--- src/design/lfst_pkg.sv ---
// ----------------------------------------------------------------------------
// lfst_pkg
// Shared types and constants for the lowest free slot table.
// ----------------------------------------------------------------------------
package lfst_pkg;

	// default table size and the width of one row of the used-bit memory
	localparam int DEPTH_DEF   = 64;
	localparam int ROW_BITS    = 16;
	// slots that hold a handle equal to their index after reset
	localparam int FIXED_SLOTS = 3;

	localparam int HANDLE_W = 16;
	localparam int INDEX_W  = 6;
	localparam int COUNT_W  = 7;

	typedef enum logic [1:0] {
		OP_ALLOC = 2'd0,
		OP_FREE  = 2'd1,
		OP_CLONE = 2'd2,
		OP_GET   = 2'd3
	} op_t;

	typedef enum logic [2:0] {
		ST_OK       = 3'd0,
		ST_FULL     = 3'd1,
		ST_BADIDX   = 3'd2,
		ST_SRCEMPTY = 3'd3,
		ST_TGTBUSY  = 3'd4
	} status_t;

	// one-hot sequencer states
	typedef enum logic [3:0] {
		S_IDLE = 4'b0001,
		S_EXEC = 4'b0010,
		S_FIND = 4'b0100,
		S_SCAN = 4'b1000
	} state_t;

endpackage

--- src/design/lowest_free_slot_table.sv ---
// ----------------------------------------------------------------------------
// lowest_free_slot_table
// Descriptor slot table with lowest-free allocation, free, clone and get.
// ----------------------------------------------------------------------------
//
// Channel   Direction  Handshake              Payload
// request   in         start & !busy          operation, handle_in, slot_index,
//                                             target_index, target_auto
// result    out        done (one cycle)       status, slot_out, handle_out,
//                                             handle_valid, free_count
//
// A request first reads the handle memory and the used-bit memory, then
// checks, writes back and registers the result together with done.
// When an allocate or clone fills the row of the lowest free slot, the
// sequencer goes on to find the next row with a free bit (S_FIND) and to
// read it (S_SCAN), or stops after S_FIND when no row has a free bit left.
// The row-full flags and row-valid flags live in flops, so reset needs no
// clearing pass. The receiver cannot stall; done is high for one cycle.
//
module lowest_free_slot_table
	import lfst_pkg::*;
#(
	parameter int DEPTH = DEPTH_DEF
) (
	input  logic                clk,
	input  logic                arst_n,
	input  logic                start,
	output logic                busy,
	input  logic [1:0]          operation,
	input  logic [HANDLE_W-1:0] handle_in,
	input  logic [INDEX_W-1:0]  slot_index,
	input  logic [INDEX_W-1:0]  target_index,
	input  logic                target_auto,
	output logic                done,
	output logic [2:0]          status,
	output logic [INDEX_W-1:0]  slot_out,
	output logic [HANDLE_W-1:0] handle_out,
	output logic                handle_valid,
	output logic [COUNT_W-1:0]  free_count
);

	localparam int IW    = $clog2(DEPTH + 1);
	localparam int SW    = $clog2(DEPTH);
	localparam int RB    = (DEPTH < ROW_BITS) ? (2 ** SW) : ROW_BITS;
	localparam int BW    = $clog2(RB);
	localparam int NROWS = (DEPTH + RB - 1) / RB;
	localparam int RW    = (NROWS > 1) ? $clog2(NROWS) : 1;

	// bits past the end of the table count as used
	function automatic logic [RB-1:0] pad_of(input logic [RW-1:0] r);
		logic [RB-1:0] p;
		for (int b = 0; b < RB; b++) begin
			p[b] = (((32'(r) << BW) + 32'(b)) >= 32'(DEPTH));
		end
		return p;
	endfunction

	// used bits of a row never written since reset
	function automatic logic [RB-1:0] row_init(input logic [RW-1:0] r);
		logic [RB-1:0] v;
		v = '0;
		if (r == '0) begin
			v = RB'((1 << FIXED_SLOTS) - 1);
		end
		return v;
	endfunction

	// position of the lowest clear bit
	function automatic logic [BW-1:0] lz(input logic [RB-1:0] w);
		logic [BW-1:0] e;
		e = '0;
		for (int b = RB - 1; b >= 0; b--) begin
			if (!w[b]) begin
				e = BW'(b);
			end
		end
		return e;
	endfunction

	// memories
	logic [HANDLE_W-1:0] hnd_mem [DEPTH];
	logic [RB-1:0]       used_mem [NROWS];
	logic [HANDLE_W-1:0] hnd_rd_q;
	logic [RB-1:0]       used_rd_a_q, used_rd_b_q;

	// control state
	state_t                state_q;
	logic                  done_q;
	logic [IW-1:0]         lowest_q;
	logic [IW-1:0]         cnt_q;
	logic [NROWS-1:0]      row_valid_q;
	logic [NROWS-1:0]      row_full_q;
	logic [FIXED_SLOTS-1:0] init_q;
	logic [RW-1:0]         find_row_q;

	// captured request
	op_t                 op_s1;
	logic [HANDLE_W-1:0] hin_s1;
	logic                aut_s1, idx_ok_s1, dst_ok_s1, dst_low_s1;
	logic [SW-1:0]       idx_a_s1, dst_a_s1;
	logic [RW-1:0]       row_a_s1, row_b_s1;

	// result registers
	status_t             status_q;
	logic [INDEX_W-1:0]  slot_q;
	logic [HANDLE_W-1:0] hout_q;
	logic                hval_q;

	logic accept;
	assign busy   = (state_q != S_IDLE);
	assign accept = start && !busy;

	// first row with a free bit
	logic          find_any;
	logic [RW-1:0] find_row;

	always_comb begin
		find_any = |(~row_full_q);
		find_row = '0;
		for (int r = NROWS - 1; r >= 0; r--) begin
			if (!row_full_q[r]) begin
				find_row = RW'(r);
			end
		end
	end

	// request decode: addresses and range checks
	op_t           in_op;
	logic          in_auto, in_idx_ok, in_dst_ok, in_dst_low;
	logic [SW-1:0] in_idx_a, in_dst_a;
	logic [RW-1:0] in_row_a, in_row_b, rd_b_row;

	always_comb begin
		in_op     = op_t'(operation);
		in_auto   = (in_op == OP_ALLOC) || target_auto;
		in_idx_a  = SW'(32'(slot_index));
		in_idx_ok = (32'(slot_index) < 32'(DEPTH));
		if (in_auto) begin
			in_dst_a   = SW'(lowest_q);
			in_dst_ok  = (32'(lowest_q) != 32'(DEPTH));
			in_dst_low = 1'b1;
		end else begin
			in_dst_a   = SW'(32'(target_index));
			in_dst_ok  = (32'(target_index) < 32'(DEPTH));
			in_dst_low = (32'(target_index) == 32'(lowest_q));
		end
		in_row_a = RW'(in_idx_a >> BW);
		in_row_b = RW'(in_dst_a >> BW);
		rd_b_row = (state_q == S_FIND) ? find_row : in_row_b;
	end

	// check and modify for the request in flight
	logic [RB-1:0]       wa_raw, wb_raw, wa_new, wb_new, wb_pad, wf_pad;
	logic [BW-1:0]       bit_a, bit_b;
	logic                src_used, dst_used, src_fixed;
	logic [HANDLE_W-1:0] hsrc;
	status_t             x_status;
	logic                x_hval, x_slot_en;
	logic [HANDLE_W-1:0] x_hout;
	logic                wr_h_en, wr_u_en, take_dst, release_src;
	logic [HANDLE_W-1:0] wr_h_data;
	logic [RW-1:0]       wr_u_row;
	logic [RB-1:0]       wr_u_data;

	always_comb begin
		wa_raw    = row_valid_q[row_a_s1] ? used_rd_a_q : row_init(row_a_s1);
		wb_raw    = row_valid_q[row_b_s1] ? used_rd_b_q : row_init(row_b_s1);
		bit_a     = BW'(idx_a_s1);
		bit_b     = BW'(dst_a_s1);
		src_used  = wa_raw[bit_a];
		dst_used  = wb_raw[bit_b];
		wa_new    = wa_raw & ~(RB'(1) << bit_a);
		wb_new    = wb_raw | (RB'(1) << bit_b);
		wb_pad    = wb_new | pad_of(row_b_s1);
		src_fixed = (32'(idx_a_s1) < 32'(FIXED_SLOTS)) && init_q[idx_a_s1[1:0]];
		hsrc      = src_fixed ? HANDLE_W'(idx_a_s1) : hnd_rd_q;

		x_status    = ST_OK;
		x_hout      = '0;
		x_hval      = 1'b0;
		x_slot_en   = 1'b0;
		take_dst    = 1'b0;
		release_src = 1'b0;

		case (op_s1)
			OP_ALLOC: begin
				if (!dst_ok_s1) begin
					x_status = ST_FULL;
				end else begin
					take_dst = 1'b1;
				end
			end
			OP_FREE: begin
				if (!idx_ok_s1) begin
					x_status = ST_BADIDX;
				end else if (src_used) begin
					x_hout      = hsrc;
					x_hval      = 1'b1;
					release_src = 1'b1;
				end
			end
			OP_CLONE: begin
				if (!idx_ok_s1) begin
					x_status = ST_BADIDX;
				end else if (aut_s1 && !dst_ok_s1) begin
					x_status = ST_FULL;
				end else if (!dst_ok_s1) begin
					x_status = ST_BADIDX;
				end else if (!src_used) begin
					x_status = ST_SRCEMPTY;
				end else if (dst_used) begin
					x_status = ST_TGTBUSY;
				end else begin
					take_dst = 1'b1;
				end
			end
			OP_GET: begin
				if (!idx_ok_s1) begin
					x_status = ST_BADIDX;
				end else if (src_used) begin
					x_hout = hsrc;
					x_hval = 1'b1;
				end
			end
			default: begin
				x_status = ST_OK;
			end
		endcase

		x_slot_en = take_dst;
		wr_h_en   = (state_q == S_EXEC) && take_dst;
		wr_h_data = (op_s1 == OP_ALLOC) ? hin_s1 : hsrc;
		wr_u_en   = (state_q == S_EXEC) && (take_dst || release_src);
		wr_u_row  = take_dst ? row_b_s1 : row_a_s1;
		wr_u_data = take_dst ? wb_new : wa_new;

		wf_pad = (row_valid_q[find_row_q] ? used_rd_b_q : row_init(find_row_q))
		         | pad_of(find_row_q);
	end

	// memories: read every cycle, write back from the execute step
	always_ff @(posedge clk) begin
		hnd_rd_q    <= hnd_mem[in_idx_a];
		used_rd_a_q <= used_mem[in_row_a];
		used_rd_b_q <= used_mem[rd_b_row];
		if (wr_h_en) begin
			hnd_mem[dst_a_s1] <= wr_h_data;
		end
		if (wr_u_en) begin
			used_mem[wr_u_row] <= wr_u_data;
		end
	end

	// request capture and result payload
	always_ff @(posedge clk) begin
		if (accept) begin
			op_s1      <= in_op;
			hin_s1     <= handle_in;
			aut_s1     <= target_auto;
			idx_ok_s1  <= in_idx_ok;
			dst_ok_s1  <= in_dst_ok;
			dst_low_s1 <= in_dst_low;
			idx_a_s1   <= in_idx_a;
			dst_a_s1   <= in_dst_a;
			row_a_s1   <= in_row_a;
			row_b_s1   <= in_row_b;
		end
		if (state_q == S_EXEC) begin
			status_q <= x_status;
			slot_q   <= x_slot_en ? INDEX_W'(dst_a_s1) : '0;
			hout_q   <= x_hout;
			hval_q   <= x_hval;
		end
		if (state_q == S_FIND) begin
			find_row_q <= find_row;
		end
	end

	// sequencer, counters and row flags
	always_ff @(posedge clk or negedge arst_n) begin
		if (!arst_n) begin
			state_q     <= S_IDLE;
			done_q      <= 1'b0;
			lowest_q    <= IW'(FIXED_SLOTS);
			cnt_q       <= IW'(DEPTH - FIXED_SLOTS);
			row_valid_q <= '0;
			row_full_q  <= '0;
			init_q      <= '1;
		end else begin
			done_q <= (state_q == S_EXEC);
			if (wr_u_en) begin
				row_valid_q[wr_u_row] <= 1'b1;
				row_full_q[wr_u_row]  <= &(wr_u_data | pad_of(wr_u_row));
			end
			if (wr_h_en && (32'(dst_a_s1) < 32'(FIXED_SLOTS))) begin
				init_q[dst_a_s1[1:0]] <= 1'b0;
			end
			case (state_q)
				S_IDLE: begin
					if (accept) begin
						state_q <= S_EXEC;
					end
				end
				S_EXEC: begin
					// the lowest free slot was taken and its row is now full
					if (take_dst && dst_low_s1 && (&wb_pad)) begin
						state_q <= S_FIND;
					end else begin
						state_q <= S_IDLE;
					end
					if (take_dst) begin
						cnt_q <= cnt_q - IW'(1);
						// the lowest free slot was taken: next one is in the same row
						if (dst_low_s1 && !(&wb_pad)) begin
							lowest_q <= IW'((32'(row_b_s1) << BW) | 32'(lz(wb_pad)));
						end
					end
					if (release_src) begin
						cnt_q <= cnt_q + IW'(1);
						if (32'(idx_a_s1) < 32'(lowest_q)) begin
							lowest_q <= IW'(idx_a_s1);
						end
					end
				end
				S_FIND: begin
					if (find_any) begin
						state_q <= S_SCAN;
					end else begin
						lowest_q <= IW'(DEPTH);
						state_q  <= S_IDLE;
					end
				end
				S_SCAN: begin
					lowest_q <= IW'((32'(find_row_q) << BW) | 32'(lz(wf_pad)));
					state_q  <= S_IDLE;
				end
				default: begin
					state_q <= S_IDLE;
				end
			endcase
		end
	end

	// result ports
	assign done         = done_q;
	assign status       = status_q;
	assign slot_out     = slot_q;
	assign handle_out   = hout_q;
	assign handle_valid = hval_q;
	assign free_count   = COUNT_W'(cnt_q);

endmodule
--- config.mk ---
export PLATFORM = sky130hd
export DESIGN_NAME = lowest_free_slot_table
export DESIGN_NICKNAME = d
export VERILOG_FILES = /design/src/design/lfst_pkg.sv /design/src/design/lowest_free_slot_table.sv
export SDC_FILE = /design/constraint.sdc
export NUM_CORES = 1
export LEC_CHECK = 0
export BUFFER_PORTS_ARGS = -buffer_cell sky130_fd_sc_hd__buf_2
export CORE_UTILIZATION = 60
export DETAILED_ROUTE_END_ITERATION = 7
export PLACE_DENSITY = 0.76
export REMOVE_ABC_BUFFERS = 1
export SLEW_MARGIN = 5
export SYNTH_ARGS = -nofsm -noshare
export SYNTH_HDL_FRONTEND = slang
export SYNTH_SLANG_ARGS = --single-unit
export TNS_END_PERCENT = 50
--- constraint.sdc ---
create_clock -name clk -period 5.8 [get_ports clk]
set_input_delay 1.74 -clock clk [delete_from_list [all_inputs] [get_ports clk]]
set_output_delay 1.74 -clock clk [all_outputs]
set_load 0.02 [all_outputs]
==> flow_summary_export.csv <==
group,metric,value,unit
job,drv.max_cap_violation_count,0,
hold_path,min_delay_path_depth,1,
worst_setup_path,critical_path.startpoint_type,"flip-flop",
grt,grt_pass1_wl,181,mm
timing,setup_viol,0,
worst_setup_path,worst_setup_path_endpoint,"hnd_mem[43][8]",
route,vias,25200,
synth,synth_area,0.0486,mm²
grt,grt_overflow_total,0,
place,gpl.final_weighted_congestion,0.906,
grt,grt.total_usage,31.4,%
route,wl_per_cell,34.6,µm
clocking,cts-buffers-inserted,114,
synth,synth_cells,2290,
route,drt-pass1-iter-count,5,
clocking,cts.reportedPaths.clkPinSlew,70,ps
synth,synth-edff-count,1149,
floorplan,floorplan.initialDensity,61.1,%
clocking,worst_skew_pair.late_latency,720,ps
floorplan,floorplan.io_pins,69,
worst_setup_path,reg2reg_to,"hnd_mem[43][8]",
worst_setup_path,worst_ep_required_time,6130,ps
synth,async_reset_ff_share,2.44,%
timing,worst_slack,1140,ps
grt,grt_pass1_vias,25500,
timing,hold_viol,0,
synth,ys_types,80,
worst_setup_path,reg2reg_slack,1140,ps
clocking,cts.root.buffer_cell,"sky130_fd_sc_hd__clkbuf_16",
route,antenna_violating_nets_post_route,0,
power_and_ir_drop,power.leakage,17.6,nW
floorplan,core-area,0.0795,mm²
timing,final.setup_skew,62.5,ps
place,detailedPlace.worstSlack,1230,ps
place,placement.cell_area,0.0511,mm²
timing,setup_total_negative_slack,0,ps
power_and_ir_drop,vdd_drop_max,0.353,mV
worst_setup_path,worstRegToRegCells,8,
route,total_routed_length,125,mm
clocking,cts-hold-fix-buffers,0,
worst_setup_path,worstReg2RegStart,"dst_a_s1[4]",
route,route.detailed.drc,0,
clocking,clock_tree.buffer_depth,3,
worst_setup_path,cp_max_fo,30,
finish,layout.cell_area.non_filler,0.0549,mm²
clocking,post_cts_resize_count,0,
grt,grt_max_degree,66,
synth,synth.ff_latch_count,1227,
worst_setup_path,setup.worst_path.end_class,"flip-flop",
power_and_ir_drop,power.density,378,mW/mm²
grt,antenna_found_initial,8,
floorplan,die_width,287,µm
timing,max-slew-margin-rel,19.2,%
floorplan,fp-row-count,103,
worst_setup_path,timing_worst_setup_path_type,"flip-flop to flip-flop",
floorplan,vert_die_dim,287,µm
timing,fin_hold_ws,459,ps
finish,fillers,4609,
hold_path,type_of_the_tightest_min_delay_check,"flip-flop to flip-flop",
synth,avgSynthCellArea,21.2,µm²
finish,area_of_combinational_cells_with_multiple_inputs,0.0121,mm²
floorplan,dieArea,0.0821,mm²
timing,unrepaired_setup_endpoints_after_global_routing,"no",
finish,finalNetCount,2511,
synth,ys.flop_type,"sky130_fd_sc_hd__edfxtp_1",
synth,synth-seq-area-share,74.6,%
timing,final_max_slew_viols,0,
clocking,clock_sink_count,1227,
run_status,status,"completed",
timing,fin_crit,4660,ps
finish,register_area,0.0362,mm²
timing,min_period_over_period,80.3,%
clocking,ctsHtreeMaxLevel,3,
route,detail_route.vias_per_cell,6.97,
finish,post-route-util,69.0,%
timing,timing.fmax,215,MHz
finish,share_of_post_route_cells_with_drive_strength_above_1,31.8,%
place,portBuffers,68,
worst_setup_path,cp_data_arrival_time,4990,ps
worst_setup_path,setup.worst_path.start,"dst_a_s1[4]",
route,drtIter0Drc,3730,
finish,areaGrowthSynthToFinish,13.0,%
clocking,clock_tree_from_tritoncts,"built",
timing,timing_worst_slew_pin_value,1200,ps
clocking,cts.repair_timing.setup_buffer_count,0,
synth,synthesis_warning_total,0,
place,hpwl,71.3,mm
-- placed cells by master, fill, tap and decap left out, types with 14 or more instances in the layout --
master                      instances
sky130_fd_sc_hd__nor3_1            16
sky130_fd_sc_hd__clkbuf_8          14
sky130_fd_sc_hd__buf_2             64
sky130_fd_sc_hd__edfxtp_1        1149
sky130_fd_sc_hd__o21ai_4           14
sky130_fd_sc_hd__buf_4            106
sky130_fd_sc_hd__mux2_2            16
sky130_fd_sc_hd__nand2_1           77
sky130_fd_sc_hd__nand3_1           21
sky130_fd_sc_hd__nor3_2            20
sky130_fd_sc_hd__clkinv_2          18
sky130_fd_sc_hd__clkbuf_1          26
sky130_fd_sc_hd__mux4_2           373
sky130_fd_sc_hd__dfrtp_1           19
sky130_fd_sc_hd__o21ai_0           23
sky130_fd_sc_hd__clkbuf_16        114
sky130_fd_sc_hd__a21oi_1           23
sky130_fd_sc_hd__dfxtp_1           48
sky130_fd_sc_hd__nor2_1            85
sky130_fd_sc_hd__clkinv_1          21
sky130_fd_sc_hd__mux2i_1           17
sky130_fd_sc_hd__inv_1             26
-- per-stage QoR --
stage,total power [mW],std cells
floorplan,12.3,2165
global placement,13.3,3400
detailed placement,13.4,3400
CTS,20.8,3616
global route,21.3,3616
finish,20.8,3619
-- synth_stat cells, drive strengths merged, types with 3 or more instances --
cell	number	area, µm²
o21ai	39	199
inv	28	105
xor2	5	43.8
xnor2	8	70.1
a21oi	27	143
a31oi	7	43.8
dfxtp	48	961
a22o	4	35.0
a22oi	7	52.6
nor4	5	31.3
mux2i	17	170
a211oi	7	62.6
and3	5	31.3
a21o	9	67.6
o21a	5	37.5
o311ai	7	78.8
dfrtp	19	475
ha	10	125
a32o	3	30.0
a311oi	3	26.3
clkbuf	78	293
nor3	36	180
mux2	17	191
a32oi	8	70.1
o21bai	3	22.5
mux4	373	8400
o211ai	14	110
nand2b	12	75.1
nor2b	12	75.1
a311o	3	30.0
and2	10	62.6
nand4	8	50.1
nand3	24	143
buf	47	216
nand3b	6	45.0
edfxtp	1149	34500
nand2	77	289
o41ai	4	35.0
nor2	95	364
dfstp	11	289
-- registers in the layout, summed over array words and instances (netlist names), 7 cells and up --
register	cells
hnd_mem	1024
used_mem	64
handle_out	16
hin_s1	16
hnd_rd_q	16
used_rd_a_q	16
used_rd_b_q	16
free_count	7
lowest_q	7
-- routing by layer --
layer / vias to the layer above / GRT usage (%) / share of wire, %
li1: 9974 / - / -
met3: 283 / 7.77 / 12
met4: 10 / 10.8 / 3.6
met1: 13100 / 44.3 / 36
met2: 1916 / 48.6 / 48
met5: - / 0 / 0.053
-- critical path: stages (launching register included) --
cell and delay, ps:
sky130_fd_sc_hd__edfxtp_1 540, sky130_fd_sc_hd__mux4_2 840, sky130_fd_sc_hd__a21oi_1 280, sky130_fd_sc_hd__a211oi_1 110, sky130_fd_sc_hd__a211oi_1 490, sky130_fd_sc_hd__o211ai_2 210, sky130_fd_sc_hd__a21oi_4 370, sky130_fd_sc_hd__nand3_2 430
sky130_fd_sc_hd__nor2_2 980
-- power by group --
part	internal, mW	switching, mW
registers	10.4	0.236
clock network	4.18	3.31
logic	0.814	1.82
-- area by class of cell --
cell class,instances,share of cell area (%)
sequential,1227,66.0
multi-input combinational,910,22.0
clock buffer,154,5.73
timing repair buffer,185,2.56
tap,1050,2.39
clock inverter,62,1.13
inverter,28,0.191
antenna,3,0.0137
-- how the worst min path moves through the flow --
stage	to	slack [ps]	startpoint
global placement	init_q[2]	450	init_q[2]
CTS	init_q[0]	460	init_q[0]
global route	init_q[2]	470	init_q[2]
floorplan	init_q[0]	440	init_q[0]
detailed placement	init_q[2]	450	init_q[2]
finish	init_q[0]	460	init_q[0]
-- cells by family after synthesis --
kind of cell             Yosys count  share of synthesized area [%]
flip-flops                      1227                           74.6
multiplexers                     407                           18.0
AND/OR/NAND/NOR                  301                           2.95
AO/OA/AOI/OAI                    178                           2.66
buffers and inverters            153                           1.26
XOR/XNOR                          13                          0.234
adder cells (fa/ha/maj)           11                          0.299
No activity file was read; power rests on OpenSTA's default activity.
